===== src/sv/fbf_pkg.sv =====
`timescale 1ns / 1ps
// Package with the operation codes and the controller/datapath command and status types.
package fbf_pkg;

	// Operation codes carried in the op field of a request.
	typedef enum logic [1:0] {
		OP_PUT   = 2'd0,
		OP_PUSH  = 2'd1,
		OP_READ  = 2'd2,
		OP_CLEAR = 2'd3
	} op_t;

	// Widths of the fixed request and result fields.
	localparam int unsigned LenW  = 7;
	localparam int unsigned FlenW = 16;
	localparam int unsigned DropW = 16;

	// Commands from the controller to the datapath.
	typedef struct packed {
		logic exec;     // request transfer: run put, push or clear, start a read
		logic len_chk;  // clip the head length and decide whether the read is empty
		logic byte_rd;  // read the next ring byte and advance the head
		logic byte_ld;  // load the fetched byte into the result register
	} dp_cmd_t;

	// Status from the datapath to the controller.
	typedef struct packed {
		logic is_read;   // the request waiting at the input is a read
		logic len_zero;  // the length queue is empty or the clipped read length is zero
		logic out_last;  // the held result is the final one of its request
	} dp_sts_t;

endpackage


===== src/sv/fbf_if.sv =====
`timescale 1ns / 1ps
// Request and result channel interfaces with valid/ready handshake.
interface fbf_req_if;
	logic       valid;
	logic       ready;
	logic [1:0] op;
	logic [7:0] data_in;
	logic [15:0] frame_length;
	logic [6:0] max_bytes;

	modport source (output valid, output op, output data_in, output frame_length,
		output max_bytes, input ready);
	modport sink (input valid, input op, input data_in, input frame_length,
		input max_bytes, output ready);
endinterface

interface fbf_rsp_if;
	logic        valid;
	logic        ready;
	logic        status;
	logic [7:0]  data_out;
	logic        data_valid;
	logic        last;
	logic [6:0]  read_length;
	logic        frame_pending;
	logic [15:0] drops;

	modport source (output valid, output status, output data_out, output data_valid,
		output last, output read_length, output frame_pending, output drops,
		input ready);
	modport sink (input valid, input status, input data_out, input data_valid,
		input last, input read_length, input frame_pending, input drops,
		output ready);
endinterface


===== src/sv/fbf_ram.sv =====
`timescale 1ns / 1ps
// Generic single write port, single read port RAM with registered read data.
module fbf_ram #(
	parameter int unsigned WIDTH = 8,
	parameter int unsigned DEPTH = 256
) (
	input  logic                                       clk,
	input  logic                                       we,
	input  logic [((DEPTH > 1) ? $clog2(DEPTH) : 1)-1:0] waddr,
	input  logic [WIDTH-1:0]                           wdata,
	input  logic                                       re,
	input  logic [((DEPTH > 1) ? $clog2(DEPTH) : 1)-1:0] raddr,
	output logic [WIDTH-1:0]                           rdata
);

	logic [WIDTH-1:0] mem [DEPTH];

	// Write port and registered read port.
	always_ff @(posedge clk) begin
		if (we) begin
			mem[waddr] <= wdata;
		end
		if (re) begin
			rdata <= mem[raddr];
		end
	end

endmodule


===== src/sv/fbf_datapath.sv =====
`timescale 1ns / 1ps
// Datapath: byte ring, length queue, drop counter and the result register.
module fbf_datapath import fbf_pkg::*; #(
	parameter int unsigned RING_DEPTH        = 256,
	parameter int unsigned FRAME_QUEUE_DEPTH = 8,
	parameter int unsigned MAX_READ          = 64
) (
	input  logic             clk,
	input  logic             arst_n,
	input  dp_cmd_t          cmd,
	output dp_sts_t          sts,
	input  logic [1:0]       op,
	input  logic [7:0]       data_in,
	input  logic [FlenW-1:0] frame_length,
	input  logic [LenW-1:0]  max_bytes,
	output logic             status,
	output logic [7:0]       data_out,
	output logic             data_valid,
	output logic             last,
	output logic [LenW-1:0]  read_length,
	output logic             frame_pending,
	output logic [DropW-1:0] drops
);

	localparam int unsigned RAW = (RING_DEPTH > 1) ? $clog2(RING_DEPTH) : 1;
	localparam int unsigned RFW = $clog2(RING_DEPTH + 1);
	localparam int unsigned QAW = (FRAME_QUEUE_DEPTH > 1) ? $clog2(FRAME_QUEUE_DEPTH) : 1;
	localparam int unsigned QFW = $clog2(FRAME_QUEUE_DEPTH + 1);
	localparam int unsigned CW  = (RFW > LenW) ? RFW : LenW;

	op_t              op_e;
	logic [RAW-1:0]   bhead_q, btail_q;
	logic [RFW-1:0]   bfill_q;
	logic [QAW-1:0]   lhead_q, ltail_q;
	logic [QFW-1:0]   lfill_q;
	logic [DropW-1:0] drop_q;
	logic [LenW-1:0]  cnt_q, len_q, maxb_q;
	logic             last_q;
	logic [7:0]       bdata;
	logic [FlenW-1:0] ldata;
	logic             ring_space, lq_full, lq_empty, flen_nz;
	logic             byte_we, len_we, len_re;
	logic [LenW-1:0]  clip_max, clip_len, maxb_sat;

	assign op_e = op_t'(op);

	// Occupancy flags of the two queues.
	assign ring_space = (bfill_q < RFW'(RING_DEPTH));
	assign lq_full    = (lfill_q >= QFW'(FRAME_QUEUE_DEPTH));
	assign lq_empty   = (lfill_q == '0);
	assign flen_nz    = (frame_length != '0);

	// Memory write and read strobes.
	assign byte_we = cmd.exec && (op_e == OP_PUT) && ring_space;
	assign len_we  = cmd.exec && (op_e == OP_PUSH) && flen_nz && !lq_full;
	assign len_re  = cmd.exec && (op_e == OP_READ);

	fbf_ram #(.WIDTH(8), .DEPTH(RING_DEPTH)) u_byte_ram (
		.clk   (clk),
		.we    (byte_we),
		.waddr (btail_q),
		.wdata (data_in),
		.re    (cmd.byte_rd),
		.raddr (bhead_q),
		.rdata (bdata)
	);

	fbf_ram #(.WIDTH(FlenW), .DEPTH(FRAME_QUEUE_DEPTH)) u_len_ram (
		.clk   (clk),
		.we    (len_we),
		.waddr (ltail_q),
		.wdata (frame_length),
		.re    (len_re),
		.raddr (lhead_q),
		.rdata (ldata)
	);

	// Saturate the reader maximum, then clip the head length to it and to the bytes held.
	assign maxb_sat = (max_bytes > LenW'(MAX_READ)) ? LenW'(MAX_READ) : max_bytes;
	assign clip_max = (ldata > FlenW'(maxb_q)) ? maxb_q : ldata[LenW-1:0];
	assign clip_len = (CW'(clip_max) > CW'(bfill_q)) ? LenW'(bfill_q) : clip_max;

	assign sts.is_read  = (op_e == OP_READ);
	assign sts.len_zero = lq_empty || (clip_len == '0);
	assign sts.out_last = last_q;

	// Queue pointers, fill counts, drop counter and byte count.
	always_ff @(posedge clk or negedge arst_n) begin
		if (!arst_n) begin
			bhead_q <= '0;
			btail_q <= '0;
			bfill_q <= '0;
			lhead_q <= '0;
			ltail_q <= '0;
			lfill_q <= '0;
			drop_q  <= '0;
			cnt_q   <= '0;
			last_q  <= 1'b1;
		end else begin
			if (cmd.exec) begin
				unique case (op_e)
					OP_PUT: begin
						if (ring_space) begin
							btail_q <= (btail_q == RAW'(RING_DEPTH - 1)) ? '0 : btail_q + 1'b1;
							bfill_q <= bfill_q + 1'b1;
						end
						last_q <= 1'b1;
					end
					OP_PUSH: begin
						if (flen_nz) begin
							if (lq_full) begin
								drop_q <= drop_q + 1'b1;
							end else begin
								ltail_q <= (ltail_q == QAW'(FRAME_QUEUE_DEPTH - 1)) ?
									'0 : ltail_q + 1'b1;
								lfill_q <= lfill_q + 1'b1;
							end
						end
						last_q <= 1'b1;
					end
					OP_READ: begin
					end
					OP_CLEAR: begin
						bhead_q <= '0;
						btail_q <= '0;
						bfill_q <= '0;
						lhead_q <= '0;
						ltail_q <= '0;
						lfill_q <= '0;
						last_q  <= 1'b1;
					end
					default: begin
					end
				endcase
			end
			if (cmd.len_chk) begin
				if (sts.len_zero) begin
					last_q <= 1'b1;
				end else begin
					lhead_q <= (lhead_q == QAW'(FRAME_QUEUE_DEPTH - 1)) ? '0 : lhead_q + 1'b1;
					lfill_q <= lfill_q - 1'b1;
					cnt_q   <= '0;
				end
			end
			if (cmd.byte_rd) begin
				bhead_q <= (bhead_q == RAW'(RING_DEPTH - 1)) ? '0 : bhead_q + 1'b1;
				bfill_q <= bfill_q - 1'b1;
				cnt_q   <= cnt_q + 1'b1;
			end
			if (cmd.byte_ld) begin
				last_q <= (cnt_q == len_q);
			end
		end
	end

	// Result payload, clipped length and saturated reader maximum.
	always_ff @(posedge clk) begin
		if (cmd.exec) begin
			maxb_q      <= maxb_sat;
			data_out    <= '0;
			data_valid  <= 1'b0;
			read_length <= '0;
			unique case (op_e)
				OP_PUT:   status <= !ring_space;
				OP_PUSH:  status <= !(flen_nz && !lq_full);
				OP_READ:  status <= 1'b1;
				OP_CLEAR: status <= 1'b0;
				default:  status <= 1'b1;
			endcase
		end
		if (cmd.len_chk) begin
			len_q <= clip_len;
			if (sts.len_zero) begin
				status      <= 1'b1;
				data_out    <= '0;
				data_valid  <= 1'b0;
				read_length <= '0;
			end
		end
		if (cmd.byte_ld) begin
			status      <= 1'b0;
			data_out    <= bdata;
			data_valid  <= 1'b1;
			read_length <= len_q;
		end
	end

	assign last          = last_q;
	assign frame_pending = !lq_empty;
	assign drops         = drop_q;

endmodule


===== src/sv/fbf_ctrl.sv =====
`timescale 1ns / 1ps
// Controller: sequences one request at a time through the datapath.
module fbf_ctrl import fbf_pkg::*; (
	input  logic    clk,
	input  logic    arst_n,
	input  logic    req_valid,
	output logic    req_ready,
	output logic    rsp_valid,
	input  logic    rsp_ready,
	input  dp_sts_t sts,
	output dp_cmd_t cmd
);

	typedef enum logic [4:0] {
		ST_IDLE    = 5'b00001,
		ST_LEN_CHK = 5'b00010,
		ST_BYTE_RD = 5'b00100,
		ST_BYTE_LD = 5'b01000,
		ST_OUT     = 5'b10000
	} state_t;

	state_t state_q, state_d;

	assign req_ready = (state_q == ST_IDLE);
	assign rsp_valid = (state_q == ST_OUT);

	// Commands decoded from the state.
	assign cmd.exec    = (state_q == ST_IDLE) && req_valid;
	assign cmd.len_chk = (state_q == ST_LEN_CHK);
	assign cmd.byte_rd = (state_q == ST_BYTE_RD);
	assign cmd.byte_ld = (state_q == ST_BYTE_LD);

	// Next-state logic.
	always_comb begin
		state_d = state_q;
		unique case (state_q)
			ST_IDLE: begin
				if (req_valid) begin
					state_d = sts.is_read ? ST_LEN_CHK : ST_OUT;
				end
			end
			ST_LEN_CHK: begin
				state_d = sts.len_zero ? ST_OUT : ST_BYTE_RD;
			end
			ST_BYTE_RD: begin
				state_d = ST_BYTE_LD;
			end
			ST_BYTE_LD: begin
				state_d = ST_OUT;
			end
			ST_OUT: begin
				if (rsp_ready) begin
					state_d = sts.out_last ? ST_IDLE : ST_BYTE_RD;
				end
			end
			default: begin
				state_d = ST_IDLE;
			end
		endcase
	end

	// State register.
	always_ff @(posedge clk or negedge arst_n) begin
		if (!arst_n) begin
			state_q <= ST_IDLE;
		end else begin
			state_q <= state_d;
		end
	end

endmodule


===== src/sv/framed_byte_fifo_top.sv =====
`timescale 1ns / 1ps
// Top level of the framed byte FIFO: controller, datapath and channel wiring.
//
//   channel | dir | fields
//   --------+-----+-----------------------------------------------------------------
//   req     | in  | op, data_in, frame_length, max_bytes
//   rsp     | out | status, data_out, data_valid, last, read_length, frame_pending, drops
//
// One request is in flight at a time. Put, push and clear execute when the request
// is taken; the result is then offered and held until rsp.ready.
// A read first reads the length memory and then clips the length; each byte then
// takes a ring read, a result load and a result transfer.
// Reset empties both queues and clears the drop counter; memories are not cleared.
// A stall on rsp holds the result and stops the sequencer; req.ready is low meanwhile.
module framed_byte_fifo_top import fbf_pkg::*; #(
	parameter int unsigned RING_DEPTH        = 256,
	parameter int unsigned FRAME_QUEUE_DEPTH = 8,
	parameter int unsigned MAX_READ          = 64
) (
	input logic       clk,
	input logic       arst_n,
	fbf_req_if.sink   req,
	fbf_rsp_if.source rsp
);

	dp_cmd_t cmd;
	dp_sts_t sts;

	fbf_ctrl u_ctrl (
		.clk       (clk),
		.arst_n    (arst_n),
		.req_valid (req.valid),
		.req_ready (req.ready),
		.rsp_valid (rsp.valid),
		.rsp_ready (rsp.ready),
		.sts       (sts),
		.cmd       (cmd)
	);

	fbf_datapath #(
		.RING_DEPTH        (RING_DEPTH),
		.FRAME_QUEUE_DEPTH (FRAME_QUEUE_DEPTH),
		.MAX_READ          (MAX_READ)
	) u_datapath (
		.clk           (clk),
		.arst_n        (arst_n),
		.cmd           (cmd),
		.sts           (sts),
		.op            (req.op),
		.data_in       (req.data_in),
		.frame_length  (req.frame_length),
		.max_bytes     (req.max_bytes),
		.status        (rsp.status),
		.data_out      (rsp.data_out),
		.data_valid    (rsp.data_valid),
		.last          (rsp.last),
		.read_length   (rsp.read_length),
		.frame_pending (rsp.frame_pending),
		.drops         (rsp.drops)
	);

endmodule

===== src/flat_wrapper.sv =====
// flat-port wrapper written by rule: the top's interface ports become plain ports
module framed_byte_fifo_top_flat import fbf_pkg::*;
#(
	parameter int unsigned RING_DEPTH        = 256,
	parameter int unsigned FRAME_QUEUE_DEPTH = 8,
	parameter int unsigned MAX_READ          = 64
)
  (clk, arst_n, req_valid, req_op, req_data_in, req_frame_length, req_max_bytes, req_ready, rsp_valid, rsp_status, rsp_data_out, rsp_data_valid, rsp_last, rsp_read_length, rsp_frame_pending, rsp_drops, rsp_ready);
  fbf_req_if req_i ();
  fbf_rsp_if rsp_i ();
  input logic clk;
  input logic arst_n;
  input wire logic [$bits(req_i.valid)-1:0] req_valid;
  input wire logic [$bits(req_i.op)-1:0] req_op;
  input wire logic [$bits(req_i.data_in)-1:0] req_data_in;
  input wire logic [$bits(req_i.frame_length)-1:0] req_frame_length;
  input wire logic [$bits(req_i.max_bytes)-1:0] req_max_bytes;
  output wire logic [$bits(req_i.ready)-1:0] req_ready;
  output wire logic [$bits(rsp_i.valid)-1:0] rsp_valid;
  output wire logic [$bits(rsp_i.status)-1:0] rsp_status;
  output wire logic [$bits(rsp_i.data_out)-1:0] rsp_data_out;
  output wire logic [$bits(rsp_i.data_valid)-1:0] rsp_data_valid;
  output wire logic [$bits(rsp_i.last)-1:0] rsp_last;
  output wire logic [$bits(rsp_i.read_length)-1:0] rsp_read_length;
  output wire logic [$bits(rsp_i.frame_pending)-1:0] rsp_frame_pending;
  output wire logic [$bits(rsp_i.drops)-1:0] rsp_drops;
  input wire logic [$bits(rsp_i.ready)-1:0] rsp_ready;
  assign req_i.valid = req_valid;
  assign req_i.op = req_op;
  assign req_i.data_in = req_data_in;
  assign req_i.frame_length = req_frame_length;
  assign req_i.max_bytes = req_max_bytes;
  assign req_ready = req_i.ready;
  assign rsp_valid = rsp_i.valid;
  assign rsp_status = rsp_i.status;
  assign rsp_data_out = rsp_i.data_out;
  assign rsp_data_valid = rsp_i.data_valid;
  assign rsp_last = rsp_i.last;
  assign rsp_read_length = rsp_i.read_length;
  assign rsp_frame_pending = rsp_i.frame_pending;
  assign rsp_drops = rsp_i.drops;
  assign rsp_i.ready = rsp_ready;
  framed_byte_fifo_top #(.RING_DEPTH(RING_DEPTH), .FRAME_QUEUE_DEPTH(FRAME_QUEUE_DEPTH), .MAX_READ(MAX_READ)) u_core (.clk(clk), .arst_n(arst_n), .req(req_i), .rsp(rsp_i));
endmodule

===== config.mk =====
export PLATFORM = sky130hd
export DESIGN_NAME = framed_byte_fifo_top_flat
export DESIGN_NICKNAME = d
export VERILOG_FILES = /design/src/sv/fbf_pkg.sv /design/src/sv/fbf_if.sv /design/src/sv/fbf_ram.sv /design/src/sv/fbf_datapath.sv /design/src/sv/fbf_ctrl.sv /design/src/sv/framed_byte_fifo_top.sv /design/src/flat_wrapper.sv
export SDC_FILE = /design/constraint.sdc
export NUM_CORES = 2
export LEC_CHECK = 0
export ABC_AREA = 1
export BUFFER_PORTS_ARGS = -buffer_cell sky130_fd_sc_hd__buf_4
export CAP_MARGIN = 20
export CELL_PAD_IN_SITES_DETAIL_PLACEMENT = 0
export CELL_PAD_IN_SITES_GLOBAL_PLACEMENT = 1
export CORE_MARGIN = 5
export CORE_UTILIZATION = 45
export CTS_BUF_LIST = sky130_fd_sc_hd__clkbuf_4
export CTS_CLUSTER_DIAMETER = 120
export CTS_CLUSTER_SIZE = 20
export DETAILED_ROUTE_END_ITERATION = 16
export PLACE_DENSITY_LB_ADDON = 0.1
export SKIP_LAST_GASP = 1
export SLEW_MARGIN = 20
export SYNTH_ARGS = -nofsm -noshare
export SYNTH_HDL_FRONTEND = slang
export SYNTH_SLANG_ARGS = --single-unit
export TNS_END_PERCENT = 1

===== constraint.sdc =====
create_clock -name clk -period 7.6 [get_ports clk]
set_clock_uncertainty 0.2 [all_clocks]
set_input_delay 1.14 -clock clk [delete_from_list [all_inputs] [get_ports clk]]
set_output_delay 1.14 -clock clk [all_outputs]
set_load 0.01 [all_outputs]

==> results.yml <==
cells_and_area:
  multi_input_area_sq_um: 21800
  num-nets-final: 7436
  design_area_sq_um: 97500
  fillers: 18500
  drive_above_1_share: 0.0588
  area_growth_pct: 4.79
  seqCellArea_sq_um: 68400
  final_cells: 10100
place:
  dp_cells: 9886
  port_buffers: 73
  gp_congestion: 0.832
  hpwl_um: 147000
  placed_area_sq_um: 95600
sta:
  final-hold-violation-count: 0
  whs_ns: 0.145
  slew_headroom: 0.231
  setup-tns-final_ns: 0
  finalCritPeriodShare: 0.639
  slew_viol_final: 0
  tightest_slew_ns: 1.15
  setup_viol: 0
  fmax_mhz: 206
  rsz0062_at_grt: "no"
  fin_crit_ns: 4.86
die:
  num_rows: 166
  ioPinCount: 74
  design.core.area_sq_um: 205000
  start_util: 0.453
  dieArea_sq_um: 216000
  dieHeight_um: 465
  die_w_um: 465
power_and_ir_drop:
  power.leakage_uw: 0.0314
  peakVddDrop_v: 0.000348
  power_density_nw_per_um2: 306
yosys:
  async_flop_share: 0.0279
  synth.avg_cell_area_sq_um: 12.3
  synth_common_cells: "edfxtp_1, nor2_1, o21ai_0"
  synthTopCellsByArea: "edfxtp_1, o21ai_0, nor2_1"
  yosysSeqAreaShare: 0.736
  yosysUniqueCellTypes: 54
  yosys.area.top_type: "edfxtp_1"
  syn_nets: 7626
  synth_ff_type: "edfxtp_1"
  ys_warn_count: 0
  yosysTopAreaCellShare: 0.715
  synth.cell_area_sq_um: 93000
  post-synth-top-count-cell: "edfxtp_1"
  netlist_instances: 7555
  synth_edf_count: 2214
  synth_seq_cells: 2295
route:
  drtIter0Drc: 6501
  wl_per_cell_um: 26.5
  detailroute.via_count: 59200
  ant_nets: 0
  wl_um: 268000
  firstDrtPassIters: 5
  routed_via_density: 5.85
  drc_errors: 0
run:
  drv_cap: 0
global_routing:
  antenna_found_initial: 11
  track_usage: 0.242
  overflow: 0
  grt_pass1_vias: 57100
  grt_pass1_wl_um: 392000
  grt_max_degree: 370
clock_tree:
  cts_buffers: 132
  cts_tree: "yes"
  cts-resized-gates: 0
  insertion_delay_ns: 1.33
  path_clk_slew_ns: 0.22
  cts.sinks: 2295
  root_buffer: "clkbuf_4"
  cts_buffer_depth: 3
  cts.htree.levels: 4
setup_path:
  end_kind: "flop"
  crit_fanout: 90
  cp_cell_sequence: "buf_4 > buf_4 > o21ai_0 > o22ai_1 > nand2_1 > nand3_1 > nand3_1 > nand3_1 > nand3_1 > a21oi_1 > or2_1"
  path_delay_family: "buffers and inverters"
  cp_common_cell: "nand3_1"
  max_stage_delay_ns: 0.82
  crit_required_ns: 8.58
  critPathBufInv: 2
  startpoint_type: "flop"
  arrival_ns: 5.84
  crit_slowest_cell: "buf_4"
  crit_type: "flop to flop"
run_status:
  status: "finished, final reports clean"
min_path:
  hold_class: "input pin to flop"
-- placed cells by master (no fill, tap or decap), types with 7 or more instances in the layout --
| cell | Yosys | layout |
|---|---|---|
| dlygate4sd3_1 | 0 | 32 |
| a21oi_1 | 42 | 42 |
| inv_2 | 8 | 17 |
| dfxtp_1 | 17 | 17 |
| clkinv_1 | 9 | 7 |
| nand2_2 | 11 | 12 |
| a31oi_1 | 23 | 23 |
| nand4_1 | 8 | 8 |
| o21ai_0 | 1121 | 1121 |
| buf_12 | 1 | 19 |
| or2_1 | 9 | 9 |
| o21ai_2 | 11 | 11 |
| edfxtp_1 | 2214 | 2214 |
| o21ai_1 | 12 | 12 |
| buf_4 | 12 | 136 |
| inv_1 | 116 | 114 |
| xor2_1 | 27 | 27 |
| nor3_1 | 29 | 19 |
| diode_2 | 0 | 11 |
| buf_8 | 1 | 8 |
| o22ai_1 | 536 | 536 |
| dfrtp_1 | 62 | 56 |
| nor2_1 | 1470 | 1469 |
| nand3_1 | 522 | 521 |
| ha_1 | 34 | 34 |
| nor3_2 | 2 | 12 |
| xnor2_1 | 7 | 7 |
| nand2_1 | 702 | 701 |
| clkbuf_4 | 0 | 178 |
-- worst paths after layout --
kind	cells past startpoint	slack, ns	to	from
setup reg to reg	11	2.74	u_core.u_datapath.u_byte_ram.rdata[6]	u_core.u_datapath.bhead_q[0]
hold reg to reg	1	0.29	u_core.u_datapath.drops[15]	u_core.u_datapath.drops[15]
min in group asynchronous	3	0.34	u_core.u_datapath.bfill_q[3]	arst_n
setup / recovery	11	2.74	u_core.u_datapath.u_byte_ram.rdata[6]	u_core.u_datapath.bhead_q[0]
max in group asynchronous	3	5.89	u_core.u_datapath.drops[15]	arst_n
hold / removal	1	0.15	u_core.u_datapath.u_byte_ram.mem[197][1]	req_data_in[1]
-- metal layers --
layer | global-route usage | routed length [um]
met5 | 0 | 0
met4 | 0.0522 | 5480
met3 | 0.0302 | 15900
met2 | 0.388 | 126000
met1 | 0.357 | 121000
-- state kept, by name (all words and copies together) (netlist names), 5 cells and up --
| name | cells |
|---|---|
| u_core.u_datapath.u_byte_ram.mem | 2048 |
| u_core.u_datapath.u_len_ram.mem | 128 |
| u_core.u_datapath.drops | 16 |
| u_core.u_datapath.u_len_ram.rdata | 16 |
| u_core.u_datapath.bfill_q | 9 |
| u_core.u_datapath.bhead_q | 8 |
| u_core.u_datapath.btail_q | 8 |
| u_core.u_datapath.data_out | 8 |
| u_core.u_datapath.u_byte_ram.rdata | 8 |
| u_core.u_datapath.cnt_q | 7 |
| u_core.u_datapath.len_q | 7 |
| u_core.u_datapath.maxb_q | 7 |
| u_core.u_datapath.read_length | 7 |
| u_core.u_ctrl.state_q | 5 |
-- metrics by stage --
step | worst slack, ns | power, uW | util
floorplan | 3.84 | 21200 | -
global placement | 2.82 | 25200 | 0.466
detailed placement | 2.87 | 25200 | 0.466
CTS | 2.98 | 29900 | 0.475
global route | 2.64 | 31400 | 0.475
finish | 2.74 | 29800 | 0.475
-- kinds of logic after synthesis --
logic type                 after synthesis  share of synthesized area
AOI/OAI and AO/OA                     1755                      0.103
xor gates and xnor gates                34                    0.00320
buffers and inverters                  654                     0.0311
adders and majority gates               34                    0.00457
and+or+nand+nor                       2783                      0.123
DFF                                   2295                      0.736
-- where the power goes --
group	switching [uW]	total, uW	internal (uW)
Combinational	7830	10600	2790
Clock	3700	4870	1170
Sequential	249	14300	14100
Total	11800	29800	18000
-- repair_timing --
item,in CTS,in global routing
hold buffers,32,0
setup buffers,0,0
setup endpoints to repair,0,0
hold endpoints to repair,202,0
-- cell type report --
| type | count | area share |
|---|---|---|
| sequential | 2295 | 0.702 |
| clock buffer | 178 | 0.0137 |
| clock inverter | 12 | 0.00131 |
| tap | 2688 | 0.0345 |
| inverter | 135 | 0.00573 |
| multi-input combinational | 4606 | 0.223 |
| antenna | 11 | 0.000282 |
| timing repair buffer | 195 | 0.0189 |
Power figures use the tool's default switching activity.
